`config.mk`:
```
export PLATFORM = sky130hd
export DESIGN_NAME = wav_riff_chunk_parser
export DESIGN_NICKNAME = d
export VERILOG_FILES = /design/src/hdl/wrp_pkg.sv /design/src/hdl/wrp_in_stage.sv /design/src/hdl/wrp_core.sv /design/src/hdl/wrp_out_stage.sv /design/src/hdl/wav_riff_chunk_parser.sv
export VERILOG_INCLUDE_DIRS = /design/src /design/src/hdl
export SDC_FILE = /design/constraint.sdc
export NUM_CORES = 1
export LEC_CHECK = 0
export BUFFER_PORTS_ARGS = -buffer_cell sky130_fd_sc_hd__buf_2
export CAP_MARGIN = 20
export CORE_MARGIN = 2
export CORE_UTILIZATION = 66
export DETAILED_ROUTE_END_ITERATION = 12
export GPL_TIMING_DRIVEN = 0
export PLACE_DENSITY = 0.86
export SLEW_MARGIN = 25
export SYNTH_ARGS = -nofsm -noshare
export SYNTH_HDL_FRONTEND = slang
export SYNTH_SLANG_ARGS = --single-unit
export TNS_END_PERCENT = 20
```
`constraint.sdc`:
```
create_clock -name clk_i -period 13.8 [get_ports clk_i]
set_input_delay 1.38 -clock clk_i [delete_from_list [all_inputs] [get_ports clk_i]]
set_output_delay 1.38 -clock clk_i [all_outputs]
set_load 0.02 [all_outputs]
```
`src/hdl/wav_riff_chunk_parser_assert.svh`:
```
// Assertion macros used by the parser core (wrp_core).
// Each macro expects clk_i and rst_ni in scope.
`ifndef WAV_RIFF_CHUNK_PARSER_ASSERT_SVH
`define WAV_RIFF_CHUNK_PARSER_ASSERT_SVH

// Same-cycle implication.
`define WRP_ASSERT_IMPL(label, ante, cons) \
  label: assert property (@(posedge clk_i) disable iff (!rst_ni) (ante) |-> (cons)) \
    else $error("parser assertion failed");

// Next-cycle implication.
`define WRP_ASSERT_NEXT(label, ante, cons) \
  label: assert property (@(posedge clk_i) disable iff (!rst_ni) (ante) |=> (cons)) \
    else $error("parser assertion failed");

`endif

```
`src/hdl/wrp_pkg.sv`:
```
`default_nettype none

package wrp_pkg;

  typedef enum logic [6:0] {
    PH_HEADER = 7'b0000001,
    PH_CHDR   = 7'b0000010,
    PH_FMT    = 7'b0000100,
    PH_DATA   = 7'b0001000,
    PH_SKIP   = 7'b0010000,
    PH_PAD    = 7'b0100000,
    PH_DONE   = 7'b1000000
  } wrp_phase_e;

  typedef enum logic [2:0] {
    ST_OK         = 3'd0,
    ST_BAD_HEADER = 3'd1,
    ST_NO_FMT     = 3'd2,
    ST_NO_DATA    = 3'd3,
    ST_NOT_PCM    = 3'd4
  } wrp_status_e;

  localparam logic [31:0] TAG_FMT  = 32'h666D7420;
  localparam logic [31:0] TAG_DATA = 32'h64617461;
  localparam logic [15:0] FORMAT_PCM = 16'd1;
  localparam logic [15:0] BITS_U8    = 16'd8;

  localparam logic [7:0] RIFF_MAGIC [4] = '{8'h52, 8'h49, 8'h46, 8'h46};
  localparam logic [7:0] WAVE_MAGIC [4] = '{8'h57, 8'h41, 8'h56, 8'h45};

  localparam logic [3:0] HDR_LAST_POS  = 4'd11;
  localparam logic [3:0] CHDR_LAST_POS = 4'd7;

  typedef struct packed {
    logic [7:0]  payload_byte;
    logic        is_payload;
    logic        summary_valid;
    wrp_status_e status;
    logic [15:0] format_code;
    logic [15:0] channel_count;
    logic [31:0] rate_hz;
    logic [15:0] sample_bits;
    logic        is_u8;
    logic [31:0] payload_length;
  } wrp_result_t;

endpackage

`default_nettype wire

```
`src/hdl/wrp_in_stage.sv`:
```
`default_nettype none

module wrp_in_stage (
  input  wire logic       clk_i,
  input  wire logic       rst_ni,
  input  wire logic       in_valid_i,
  output logic            in_ready_o,
  input  wire logic [7:0] in_byte_i,
  input  wire logic       final_byte_i,
  input  wire logic       down_ready_i,
  output logic            take_o,
  output logic [7:0]      byte_o,
  output logic            final_o
);

  logic       valid_q;
  logic [7:0] byte_q;
  logic       final_q;

  assign take_o     = valid_q && down_ready_i;
  assign in_ready_o = !valid_q || take_o;
  assign byte_o     = byte_q;
  assign final_o    = final_q;

  always_ff @(posedge clk_i or negedge rst_ni) begin
    if (!rst_ni) begin
      valid_q <= 1'b0;
    end else if (in_ready_o) begin
      valid_q <= in_valid_i;
    end
  end

  // Payload needs no reset; load whenever the slot frees up.
  always_ff @(posedge clk_i) begin
    if (in_ready_o && in_valid_i) begin
      byte_q  <= in_byte_i;
      final_q <= final_byte_i;
    end
  end

endmodule

`default_nettype wire

```
`src/hdl/wrp_core.sv`:
```
`default_nettype none

`include "wav_riff_chunk_parser_assert.svh"

module wrp_core (
  input  wire logic         clk_i,
  input  wire logic         rst_ni,
  input  wire logic         adv_i,
  input  wire logic [7:0]   byte_i,
  input  wire logic         fin_i,
  output wrp_pkg::wrp_result_t res_o
);
  import wrp_pkg::*;

  wrp_phase_e  phase_q, phase_d;
  logic [3:0]  byte_pos_q, byte_pos_d;
  logic [31:0] tag_q, tag_d;
  logic [31:0] length_q, length_d;
  logic [31:0] bytes_left_q, bytes_left_d;
  logic        pad_q, pad_d;
  logic [4:0]  fmt_off_q, fmt_off_d;
  logic [15:0] held_format_q, held_format_d;
  logic [15:0] held_channels_q, held_channels_d;
  logic [31:0] held_rate_q, held_rate_d;
  logic [15:0] held_bits_q, held_bits_d;
  logic [31:0] held_length_q, held_length_d;
  logic        seen_fmt_q, seen_fmt_d;
  logic        seen_data_q, seen_data_d;
  logic        header_bad_q, header_bad_d;
  logic [15:0] cap_format_q, cap_format_d;
  logic [15:0] cap_channels_q, cap_channels_d;
  logic [31:0] cap_rate_q, cap_rate_d;
  logic [15:0] cap_bits_q, cap_bits_d;

  logic [31:0] left_dec;
  wrp_status_e status;

  function automatic wrp_phase_e end_phase(logic sf, logic sd, logic pp);
    wrp_phase_e ph;
    if (sf && sd) begin
      ph = PH_DONE;
    end else if (pp) begin
      ph = PH_PAD;
    end else begin
      ph = PH_CHDR;
    end
    return ph;
  endfunction

  assign left_dec = bytes_left_q - 32'd1;

  always_comb begin
    phase_d         = phase_q;
    byte_pos_d      = byte_pos_q;
    tag_d           = tag_q;
    length_d        = length_q;
    bytes_left_d    = bytes_left_q;
    pad_d           = pad_q;
    fmt_off_d       = fmt_off_q;
    held_format_d   = held_format_q;
    held_channels_d = held_channels_q;
    held_rate_d     = held_rate_q;
    held_bits_d     = held_bits_q;
    held_length_d   = held_length_q;
    seen_fmt_d      = seen_fmt_q;
    seen_data_d     = seen_data_q;
    header_bad_d    = header_bad_q;
    cap_format_d    = cap_format_q;
    cap_channels_d  = cap_channels_q;
    cap_rate_d      = cap_rate_q;
    cap_bits_d      = cap_bits_q;
    status          = ST_OK;

    res_o                = '0;
    res_o.payload_byte   = byte_i;
    res_o.summary_valid  = fin_i;

    unique case (phase_q)
      PH_HEADER: begin
        if (byte_pos_q < 4'd4) begin
          if (byte_i != RIFF_MAGIC[byte_pos_q[1:0]]) header_bad_d = 1'b1;
        end else if (byte_pos_q >= 4'd8) begin
          if (byte_i != WAVE_MAGIC[byte_pos_q[1:0]]) header_bad_d = 1'b1;
        end
        if (byte_pos_q >= HDR_LAST_POS) begin
          byte_pos_d = '0;
          phase_d    = header_bad_d ? PH_DONE : PH_CHDR;
        end else begin
          byte_pos_d = byte_pos_q + 4'd1;
        end
      end
      PH_CHDR: begin
        if (byte_pos_q < 4'd4) begin
          tag_d = {tag_q[23:0], byte_i};
        end else begin
          length_d = {byte_i, length_q[31:8]};
        end
        if (byte_pos_q >= CHDR_LAST_POS) begin
          byte_pos_d   = '0;
          pad_d        = length_d[0];
          bytes_left_d = length_d;
          if (tag_d == TAG_FMT) begin
            cap_format_d   = '0;
            cap_channels_d = '0;
            cap_rate_d     = '0;
            cap_bits_d     = '0;
            fmt_off_d      = '0;
            if (length_d == '0) begin
              held_format_d   = '0;
              held_channels_d = '0;
              held_rate_d     = '0;
              held_bits_d     = '0;
              seen_fmt_d      = 1'b1;
              phase_d         = end_phase(1'b1, seen_data_q, pad_d);
            end else begin
              phase_d = PH_FMT;
            end
          end else if (tag_d == TAG_DATA) begin
            held_length_d = length_d;
            if (length_d == '0) begin
              seen_data_d = 1'b1;
              phase_d     = end_phase(seen_fmt_q, 1'b1, pad_d);
            end else begin
              phase_d = PH_DATA;
            end
          end else begin
            if (length_d == '0) begin
              phase_d = end_phase(seen_fmt_q, seen_data_q, pad_d);
            end else begin
              phase_d = PH_SKIP;
            end
          end
        end else begin
          byte_pos_d = byte_pos_q + 4'd1;
        end
      end
      PH_FMT: begin
        // Offsets past the bits-per-sample field are dropped.
        if (!fmt_off_q[4]) begin
          if (fmt_off_q < 5'd2) begin
            cap_format_d[{fmt_off_q[0], 3'b000} +: 8] = byte_i;
          end else if (fmt_off_q < 5'd4) begin
            cap_channels_d[{fmt_off_q[0], 3'b000} +: 8] = byte_i;
          end else if (fmt_off_q < 5'd8) begin
            cap_rate_d[{fmt_off_q[1:0], 3'b000} +: 8] = byte_i;
          end else if (fmt_off_q >= 5'd14) begin
            cap_bits_d[{fmt_off_q[0], 3'b000} +: 8] = byte_i;
          end
          fmt_off_d = fmt_off_q + 5'd1;
        end
        bytes_left_d = left_dec;
        if (left_dec == '0) begin
          held_format_d   = cap_format_d;
          held_channels_d = cap_channels_d;
          held_rate_d     = cap_rate_d;
          held_bits_d     = cap_bits_d;
          seen_fmt_d      = 1'b1;
          phase_d         = end_phase(1'b1, seen_data_q, pad_q);
        end
      end
      PH_DATA: begin
        res_o.is_payload = 1'b1;
        bytes_left_d     = left_dec;
        if (left_dec == '0) begin
          seen_data_d = 1'b1;
          phase_d     = end_phase(seen_fmt_q, 1'b1, pad_q);
        end
      end
      PH_SKIP: begin
        bytes_left_d = left_dec;
        if (left_dec == '0) begin
          phase_d = end_phase(seen_fmt_q, seen_data_q, pad_q);
        end
      end
      PH_PAD: begin
        pad_d   = 1'b0;
        phase_d = PH_CHDR;
      end
      PH_DONE: begin
      end
      default: begin
      end
    endcase

    if (header_bad_d || phase_d == PH_HEADER) begin
      status = ST_BAD_HEADER;
    end else if (!seen_fmt_d) begin
      status = ST_NO_FMT;
    end else if (!seen_data_d || phase_d == PH_DATA) begin
      status = ST_NO_DATA;
    end else if (held_format_d != FORMAT_PCM) begin
      status = ST_NOT_PCM;
    end

    if (fin_i) begin
      res_o.status         = status;
      res_o.format_code    = held_format_d;
      res_o.channel_count  = held_channels_d;
      res_o.rate_hz        = held_rate_d;
      res_o.sample_bits    = held_bits_d;
      res_o.is_u8          = (held_bits_d == BITS_U8);
      res_o.payload_length = held_length_d;

      // Restart for the next file.
      phase_d         = PH_HEADER;
      byte_pos_d      = '0;
      tag_d           = '0;
      length_d        = '0;
      bytes_left_d    = '0;
      pad_d           = 1'b0;
      fmt_off_d       = '0;
      held_format_d   = '0;
      held_channels_d = '0;
      held_rate_d     = '0;
      held_bits_d     = '0;
      held_length_d   = '0;
      seen_fmt_d      = 1'b0;
      seen_data_d     = 1'b0;
      header_bad_d    = 1'b0;
      cap_format_d    = '0;
      cap_channels_d  = '0;
      cap_rate_d      = '0;
      cap_bits_d      = '0;
    end
  end

  always_ff @(posedge clk_i or negedge rst_ni) begin
    if (!rst_ni) begin
      phase_q         <= PH_HEADER;
      byte_pos_q      <= '0;
      tag_q           <= '0;
      length_q        <= '0;
      bytes_left_q    <= '0;
      pad_q           <= 1'b0;
      fmt_off_q       <= '0;
      held_format_q   <= '0;
      held_channels_q <= '0;
      held_rate_q     <= '0;
      held_bits_q     <= '0;
      held_length_q   <= '0;
      seen_fmt_q      <= 1'b0;
      seen_data_q     <= 1'b0;
      header_bad_q    <= 1'b0;
      cap_format_q    <= '0;
      cap_channels_q  <= '0;
      cap_rate_q      <= '0;
      cap_bits_q      <= '0;
    end else if (adv_i) begin
      phase_q         <= phase_d;
      byte_pos_q      <= byte_pos_d;
      tag_q           <= tag_d;
      length_q        <= length_d;
      bytes_left_q    <= bytes_left_d;
      pad_q           <= pad_d;
      fmt_off_q       <= fmt_off_d;
      held_format_q   <= held_format_d;
      held_channels_q <= held_channels_d;
      held_rate_q     <= held_rate_d;
      held_bits_q     <= held_bits_d;
      held_length_q   <= held_length_d;
      seen_fmt_q      <= seen_fmt_d;
      seen_data_q     <= seen_data_d;
      header_bad_q    <= header_bad_d;
      cap_format_q    <= cap_format_d;
      cap_channels_q  <= cap_channels_d;
      cap_rate_q      <= cap_rate_d;
      cap_bits_q      <= cap_bits_d;
    end
  end

  `WRP_ASSERT_NEXT(a_fin_restarts, adv_i && fin_i, phase_q == PH_HEADER && byte_pos_q == '0)
  `WRP_ASSERT_NEXT(a_idle_holds, !adv_i, $stable(phase_q) && $stable(bytes_left_q))
  `WRP_ASSERT_NEXT(a_pad_to_chdr, adv_i && !fin_i && phase_q == PH_PAD, phase_q == PH_CHDR && !pad_q)
  `WRP_ASSERT_IMPL(a_body_nonempty, phase_q == PH_FMT || phase_q == PH_DATA || phase_q == PH_SKIP, bytes_left_q != '0)

endmodule

`default_nettype wire

```
`src/hdl/wrp_out_stage.sv`:
```
`default_nettype none

module wrp_out_stage (
  input  wire logic         clk_i,
  input  wire logic         rst_ni,
  input  wire logic         load_i,
  input  wire wrp_pkg::wrp_result_t res_i,
  output logic              up_ready_o,
  output logic              out_valid_o,
  input  wire logic         out_ready_i,
  output wrp_pkg::wrp_result_t res_o
);
  import wrp_pkg::*;

  logic        valid_q;
  wrp_result_t res_q;

  assign up_ready_o  = !valid_q || out_ready_i;
  assign out_valid_o = valid_q;
  assign res_o       = res_q;

  always_ff @(posedge clk_i or negedge rst_ni) begin
    if (!rst_ni) begin
      valid_q <= 1'b0;
    end else if (up_ready_o) begin
      valid_q <= load_i;
    end
  end

  always_ff @(posedge clk_i) begin
    if (load_i) begin
      res_q <= res_i;
    end
  end

endmodule

`default_nettype wire

```
`src/hdl/wav_riff_chunk_parser.sv`:
```
// Channel | Handshake                 | Fields
// --------+---------------------------+---------------------------------------
// in      | in_valid_i / in_ready_o   | in_byte_i, final_byte_i
// out     | out_valid_o / out_ready_i | payload_byte_o .. payload_length_o
//
// One item per cycle sustained while out_ready_i stays high; each accepted item
// passes the input register, then parse logic into the result register.
// rst_ni clears the parser to the header phase and empties both registers.
// A stalled output holds its item; the input register then fills and
// in_ready_o drops until out_ready_i returns.
`default_nettype none

module wav_riff_chunk_parser (
  input  wire logic        clk_i,
  input  wire logic        rst_ni,
  input  wire logic        in_valid_i,
  output logic             in_ready_o,
  input  wire logic [7:0]  in_byte_i,
  input  wire logic        final_byte_i,
  output logic             out_valid_o,
  input  wire logic        out_ready_i,
  output logic [7:0]       payload_byte_o,
  output logic             is_payload_o,
  output logic             summary_valid_o,
  output logic [2:0]       status_o,
  output logic [15:0]      format_code_o,
  output logic [15:0]      channel_count_o,
  output logic [31:0]      rate_hz_o,
  output logic [15:0]      sample_bits_o,
  output logic             is_u8_o,
  output logic [31:0]      payload_length_o
);
  import wrp_pkg::*;

  logic        up_ready;
  logic        take;
  logic [7:0]  byte_s;
  logic        fin_s;
  wrp_result_t res_comb;
  wrp_result_t res_reg;

  wrp_in_stage u_in (
    .clk_i        (clk_i),
    .rst_ni       (rst_ni),
    .in_valid_i   (in_valid_i),
    .in_ready_o   (in_ready_o),
    .in_byte_i    (in_byte_i),
    .final_byte_i (final_byte_i),
    .down_ready_i (up_ready),
    .take_o       (take),
    .byte_o       (byte_s),
    .final_o      (fin_s)
  );

  wrp_core u_core (
    .clk_i  (clk_i),
    .rst_ni (rst_ni),
    .adv_i  (take),
    .byte_i (byte_s),
    .fin_i  (fin_s),
    .res_o  (res_comb)
  );

  wrp_out_stage u_out (
    .clk_i       (clk_i),
    .rst_ni      (rst_ni),
    .load_i      (take),
    .res_i       (res_comb),
    .up_ready_o  (up_ready),
    .out_valid_o (out_valid_o),
    .out_ready_i (out_ready_i),
    .res_o       (res_reg)
  );

  assign payload_byte_o   = res_reg.payload_byte;
  assign is_payload_o     = res_reg.is_payload;
  assign summary_valid_o  = res_reg.summary_valid;
  assign status_o         = res_reg.status;
  assign format_code_o    = res_reg.format_code;
  assign channel_count_o  = res_reg.channel_count;
  assign rate_hz_o        = res_reg.rate_hz;
  assign sample_bits_o    = res_reg.sample_bits;
  assign is_u8_o          = res_reg.is_u8;
  assign payload_length_o = res_reg.payload_length;

endmodule

`default_nettype wire

```
After elaboration in Yosys (flattened, before gate mapping)
Cells that the tools add are included.
{ "totals": {"memories": 0, "latch_bits": 0, "register_bits": 445, "romBits": 0, "ram_bits": 0, "input_bits": 13, "word_cells": 234} }
{ "op_classes": {"order_cmp": 9, "eq_ne": 17, "n_div": 0, "n_mux": 134, "addsub": 5, "n_mul": 0, "n_bitwise": 3, "shift": 4, "reduce_logical": 26} }
{ "ops": {"columns": ["cell", "n"], "rows": [
  ["2-to-1 mux 32 bit", 27],
  ["2-to-1 mux 16 bit", 30],
  ["case mux 16 bit (2 select lines)", 6],
  ["case mux 32 bit (2 select lines)", 3],
  ["2-to-1 mux 7 bit", 18],
  ["equality test 32 x 31 -> 1 bit (second input constant)", 2],
  ["logical NOT 32 bit", 2],
  ["bitwise mux 16 bit", 3],
  ["case mux 7 bit (6 select lines)", 1],
  ["binary-select mux 8 bit (select 2 bit)", 2],
  ["bitwise mux 32 bit", 1],
  ["2-to-1 mux 8 bit", 4],
  ["variable shift 8 x 7 -> 32 bit (first input constant)", 1],
  ["indexed part select 8 x 7 -> 32 bit", 1],
  ["subtractor 32 x 1 -> 32 bit (second input constant)", 1],
  ["2-to-1 mux 1 bit", 22],
  ["2-to-1 mux 5 bit", 4],
  ["equality test 16 x 4 -> 1 bit (second input constant)", 1],
  ["inequality test 16 x 1 -> 1 bit (second input constant)", 1],
  ["inequality test 8 bit", 2],
  ["variable shift 8 x 6 -> 16 bit (first input constant)", 1],
  ["indexed part select 8 x 6 -> 16 bit", 1],
  ["equality test 7 x 1 -> 1 bit (second input constant)", 2],
  ["equality test 7 x 4 -> 1 bit (second input constant)", 2],
  ["other kinds (39)", 60]
]} }

Logic depth before layout (Yosys ltp)
{ "logic_depth": {"word_depth": 17, "depth_mapped": 13} }

By module
A second synthesis with hierarchy kept.
{ "unflattened": {"hier_cells": 2104, "area_unflattened_um2": 22077.4} }
{ "modules_own_cells": {"columns": ["module", "seq_area_each_um2", "area_per_inst_um2", "cells_per_inst", "n_inst"], "rows": [
  ["wrp_core", 7708.6, 17915.9, 1961, 1],
  ["wrp_out_stage", 3808.7, 3831.2, 129, 1],
  ["wrp_in_stage", 295.3, 330.3, 14, 1]
]} }

Worst setup path after synthesis
Ideal clock, no wire load.
{ "synth_timing": {"path_kind": "input -> register", "startpoint": "input out_ready_i", "endpoint": "register u_core.byte_pos_q[3]", "setup_slack_ns": 6.177, "path_stages": 10, "t_arrival_ns": 7.540, "path_cell_list": "nand2b_1 -> nand2_1 -> inv_1 -> clkbuf_1 -> o21ai_1 -> a21boi_0 -> or3_1 -> a31oi_1 -> o21ai_0 -> o21ai_0"} }
{ "synth_between": {"elab_chain_cells": 3} }
{ "synth_rtl": {"columns": ["element", "line", "text"], "rows": [
  ["from (decl)", "wav_riff_chunk_parser.sv:21", "input wire logic out_ready_i,"],
  ["logical OR 1 bit", "wrp_out_stage.sv:18", "assign up_ready_o = !valid_q || out_ready_i;"],
  ["logical AND 1 bit", "wrp_in_stage.sv:20", "assign take_o = valid_q && down_ready_i;"],
  ["via take", "wav_riff_chunk_parser.sv:36", "logic take;"],
  ["AND reduction 2 bit (no line)", null, null],
  ["to (signal assigned)", "wrp_core.sv:250", "byte_pos_q <= byte_pos_d;"],
  ["to (decl)", "wrp_core.sv:16", "logic [3:0] byte_pos_q, byte_pos_d;"]
]} }
The timed path passes the listed nets, and every way through them passes these cells.
A chain may end at the register's enable or synchronous reset.

Worst setup path after layout
{ "layout_timing": {"startpoint": "register u_core.bytes_left_q[10]", "endpoint": "register u_out.res_q, in the netlist u_out.res_o[32], data pin"} }
{ "layout_between": {"elab_chain_cells": 5} }
{ "layout_rtl": {"columns": ["element", "line", "text"], "rows": [
  ["from (decl)", "wrp_core.sv:19", "logic [31:0] bytes_left_q, bytes_left_d;"],
  ["from (signal assigned)", "wrp_core.sv:253", "bytes_left_q <= bytes_left_d;"],
  ["subtractor 32 x 1 -> 32 bit", "wrp_core.sv:50", "assign left_dec = bytes_left_q - 32'd1;"],
  ["logical NOT 32 bit", "wrp_core.sv:152", "if (left_dec == '0) begin"],
  ["2-to-1 mux 16 bit", "wrp_core.sv:152", null],
  ["case mux 16 bit (2 select lines)", "wrp_core.sv:78", "unique case (phase_q)"],
  ["equality test 16 x 4 -> 1 bit", "wrp_core.sv:201", "res_o.is_u8 = (held_bits_d == BITS_U8);"],
  ["to (signal assigned)", "wrp_out_stage.sv:32", "res_q <= res_i;"],
  ["to (decl)", "wrp_out_stage.sv:16", "wrp_result_t res_q;"]
]} }
Every way passes these cells.

==> results.rst <==
.. list-table::
   :header-rows: 1

   * - Metric
     - Value
   * - Run status
     - complete, no violations
   * - Dominant cell type by area after synthesis
     - sky130_fd_sc_hd__dfrtp_1
   * - Synth-to-layout area growth
     - 13.2%
   * - Area share of the largest cell type after synthesis
     - 35.6%
   * - Placed wire-length estimate after detailed placement
     - 45,300 um
   * - Placer Congestion
     - 1.00
   * - Master cell of the clock root buffer
     - sky130_fd_sc_hd__clkbuf_16
   * - Count of buffers added by post-CTS timing repair for setup
     - 0
   * - Cells taking the most area after synthesis
     - sky130_fd_sc_hd__dfrtp_1 36%, sky130_fd_sc_hd__edfxtp_1 19%, sky130_fd_sc_hd__nand2_1 4.7%
   * - Number of max-cap violations
     - 0
   * - Antenna Cells
     - 0
   * - Antenna-violating nets left
     - 0
   * - Top-level I/O count
     - 141
   * - Final setup violation count
     - 0
   * - H-Tree Level Count
     - 2
   * - Clock sinks
     - 445
   * - Maximum resistive drop on vdd
     - 0.119 mV
   * - Final non-filler cell total
     - 2,797
   * - Via count
     - 18,700
   * - Pin slew with the least headroom to its limit
     - 1.11 ns
   * - Hold Path Cell Cnt
     - 0
   * - Most frequent standard cell in the layout excluding fill and tap cells
     - sky130_fd_sc_hd__dfrtp_1
   * - Number of warnings printed during yosys synthesis
     - 0
   * - Row Count
     - 66
   * - Final total negative setup slack
     - 0 ns
   * - Setup repair after global routing missed its margin
     - false
   * - Kind of capture point of the worst setup path
     - flop
   * - Critical-path top delay cell
     - sky130_fd_sc_hd__nor4b_1
   * - Reg2Reg Capture Point
     - u_out.res_o[32]
   * - Final Hold Violating Endpoints
     - 0
   * - Most frequent cells in the layout
     - 309 x sky130_fd_sc_hd__dfrtp_1, 271 x sky130_fd_sc_hd__nand2_1, 186 x sky130_fd_sc_hd__o21ai_0
   * - Number of buffers on the longest clock path
     - 3
   * - Detailed Route WL
     - 65,300 um
   * - Number of I/O port buffers
     - 140
   * - Final Skew
     - 0.0143 ns
   * - Static leakage power
     - 10.5 nW
   * - Syn Area/Cell
     - 10.2 sq um
   * - Clock insertion delay at the later pin of the skew report
     - 0.56 ns
   * - Initial DRC Count
     - 2,176
   * - Launching element type of the critical path
     - flop
   * - Count of unresolved DRC violations after routing
     - 0
   * - Area of the core
     - 32,500 sq um
   * - Critical path fanouts, max
     - 10
   * - Slack of the worst reg-to-reg path
     - 8.80 ns
   * - Worst rel slew slack
     - 25.9%
   * - Share of cells above drive strength 1
     - 10.6%
   * - Pin count of the biggest net entering global routing
     - 93
   * - Synthesized net count
     - 2,152
   * - Leading register cell type out of synthesis
     - sky130_fd_sc_hd__dfrtp_1
   * - Global-route wire length before repair
     - 101,000 um
   * - Count of hold-fix buffers inserted at cts
     - 0
   * - Wire length per cell
     - 23.3 um
   * - Die width
     - 185 um
   * - Syn Std Cell Area
     - 21,700 sq um
   * - DIE AREA
     - 34,400 sq um
   * - Achievable Freq
     - 0.200 GHz
   * - Launch point of the worst reg-to-reg path
     - u_core.bytes_left_q[10]
   * - Count of pins over their slew limit
     - 0
   * - Instance area at placement
     - 23,100 sq um
   * - Start-to-end type of the worst setup path
     - reg2reg
   * - R2R depth
     - 10
   * - Data arrival time of the critical path
     - 5.26 ns
   * - Number of nets in the layout
     - 2,344
   * - Worst Hold Endpoint
     - u_out.res_o[120]
   * - Final non-filler cell area
     - 24,600 sq um
   * - Overall fraction of global-route tracks in use
     - 38.4%
   * - Via count of the first global-routing pass
     - 18,100
   * - Gate Count Post-Synth
     - 2,126
   * - Library cells used by synthesis
     - 74
   * - Clock-pin slew on the worst setup and hold paths
     - 0.06 ns
   * - CTS tree
     - yes
   * - Overflow left after global routing
     - 0
   * - Fin crit share
     - 36.2%
   * - Vertical die dimension
     - 185 um
   * - Number of storage elements in the synthesis netlist
     - 445
   * - Antenna violations before repair
     - 1
   * - Critical Path RT
     - 14.06 ns
   * - Cts bufs inserted
     - 45
   * - Async set-reset flop share out of synthesis
     - 69.7%
   * - Post-route minimum period
     - 5.00 ns
   * - Pwr Density
     - 130 nW/um^2
   * - CTS resizes
     - 0
   * - Number of iterations in the first detailed-routing pass
     - 6
   * - Via/cell ratio
     - 6.67
   * - Path class of the lowest-slack min-delay path
     - reg2reg
   * - Worst slack on hold paths
     - 0.452 ns
   * - Sequential fraction of the synthesis area
     - 54.3%
   * - Starting utilization of the core area
     - 67.0%
   * - Final core occ
     - 75.9%
   * - Worst Hold Launch
     - u_in.byte_o[2]
   * - Number of enable-type register cells in the synthesized netlist
     - 135
   * - Cell chain of the critical path
     - nor4_4 > nand4_1 > o31ai_1 > nor4b_1 > and4_1 > nand3_1 > buf_2 > buf_2 > mux2i_1 > nor4b_1
   * - Placed cell count
     - 2,713
   * - Worst path max stage delay
     - 0.62 ns
==> logic make-up (layout without fill, tap and decap cells) <==
family,after synthesis,in the layout,share of synthesized area (%)
buffers and inverters,190,419,3.39
xor gates and xnor gates,11,11,0.443
and+or+nand+nor,757,757,17.4
AOI/OAI and AO/OA,623,623,19.7
DFF,445,445,54.3
muxes,87,87,4.02
adders and majority gates,13,13,0.748
==> cells in the mapped netlist, drive strengths merged, types with 11 or more instances <==
master     n
nand4     20
nand4b    12
and3      81
nor2     148
clkbuf   140
a22o      84
a31oi     13
nor4      28
or4       11
o31ai     49
and2      45
mux2i     85
o21a     101
inv       25
dfrtp    309
or3       11
nor3      39
edfxtp   135
a21boi    19
nand3     38
o2bb2ai   66
o21ai    187
buf       25
nand2    271
ha        13
a21oi     55
==> registers in the layout, summed over array words and instances, names as in the netlist, 8 cells and up <==
| register | flops |
|---|---|
| u_core.held_channels_q | 16 |
| u_core.cap_rate_q | 32 |
| u_core.tag_q | 32 |
| u_out.res_o | 126 |
| u_core.bytes_left_q | 32 |
| u_core.cap_format_q | 16 |
| u_in.byte_o | 8 |
| u_core.held_format_q | 16 |
| u_core.held_rate_q | 32 |
| u_core.held_length_q | 32 |
| u_core.held_bits_q | 16 |
| u_core.length_q | 32 |
| u_core.cap_bits_q | 16 |
| u_core.cap_channels_q | 16 |
==> per-layer routing <==
layer | up-vias | wire, um | global-route usage [%]
met2 | 1144 | 30900 | 61.5
met5 | - | 0 | 0
li1 | 8166 | - | -
met4 | 0 | 4090 | 22.4
met3 | 279 | 6260 | 7.47
met1 | 9080 | 24000 | 49.0
==> area by class of cell <==
| cell class | count | area, sq um |
|---|---|---|
| buffer | 165 | 649 |
| clock buffer | 63 | 1320 |
| clock inverter | 21 | 161 |
| fill | 2178 | 7840 |
| inverter | 25 | 93.8 |
| multi-input combinational | 1491 | 9190 |
| sequential | 445 | 11800 |
| tap | 442 | 553 |
| timing repair buffer | 145 | 841 |
==> power by group <==
part / internal, W / switching (W)
sequential: 0.00145 / 0.0000485
combinational: 0.000161 / 0.000324
clock: 0.000705 / 0.000524
total: 0.00232 / 0.000896
==> per-stage QoR <==
stage	setup WS [ns]	total power [W]
4_1_cts	9.01	0.00320
3_3_place_gp	3.32	0.00197
3_5_place_dp	9.07	0.00199
6_report	8.80	0.00321
5_1_grt	8.57	0.00331
2_1_floorplan	6.18	0.00183
==> how the worst max path moves through the flow <==
stage	startpoint	endpoint	slack (ns)	cells after the start
2_1_floorplan	out_ready_i	u_core.byte_pos_q[3]	6.18	10
3_3_place_gp	out_ready_i	u_core.byte_pos_q[3]	3.32	11
3_5_place_dp	u_core.bytes_left_q[10]	u_out.res_o[32]	9.07	10
4_1_cts	u_core.bytes_left_q[10]	u_out.res_o[32]	9.01	10
5_1_grt	u_core.bytes_left_q[13]	u_out.res_o[32]	8.57	11
6_report	u_core.bytes_left_q[10]	u_out.res_o[32]	8.80	10
==> critical path, delay by kind of cell (launching register included) <==
kind,cells,cell delay (ns)
and+or+nand+nor,6,2.93
buffers and inverters,2,0.72
DFF,1,0.48
AOI/OAI and AO/OA,1,0.38
muxes,1,0.17
Power figures use the tool's default switching activity.
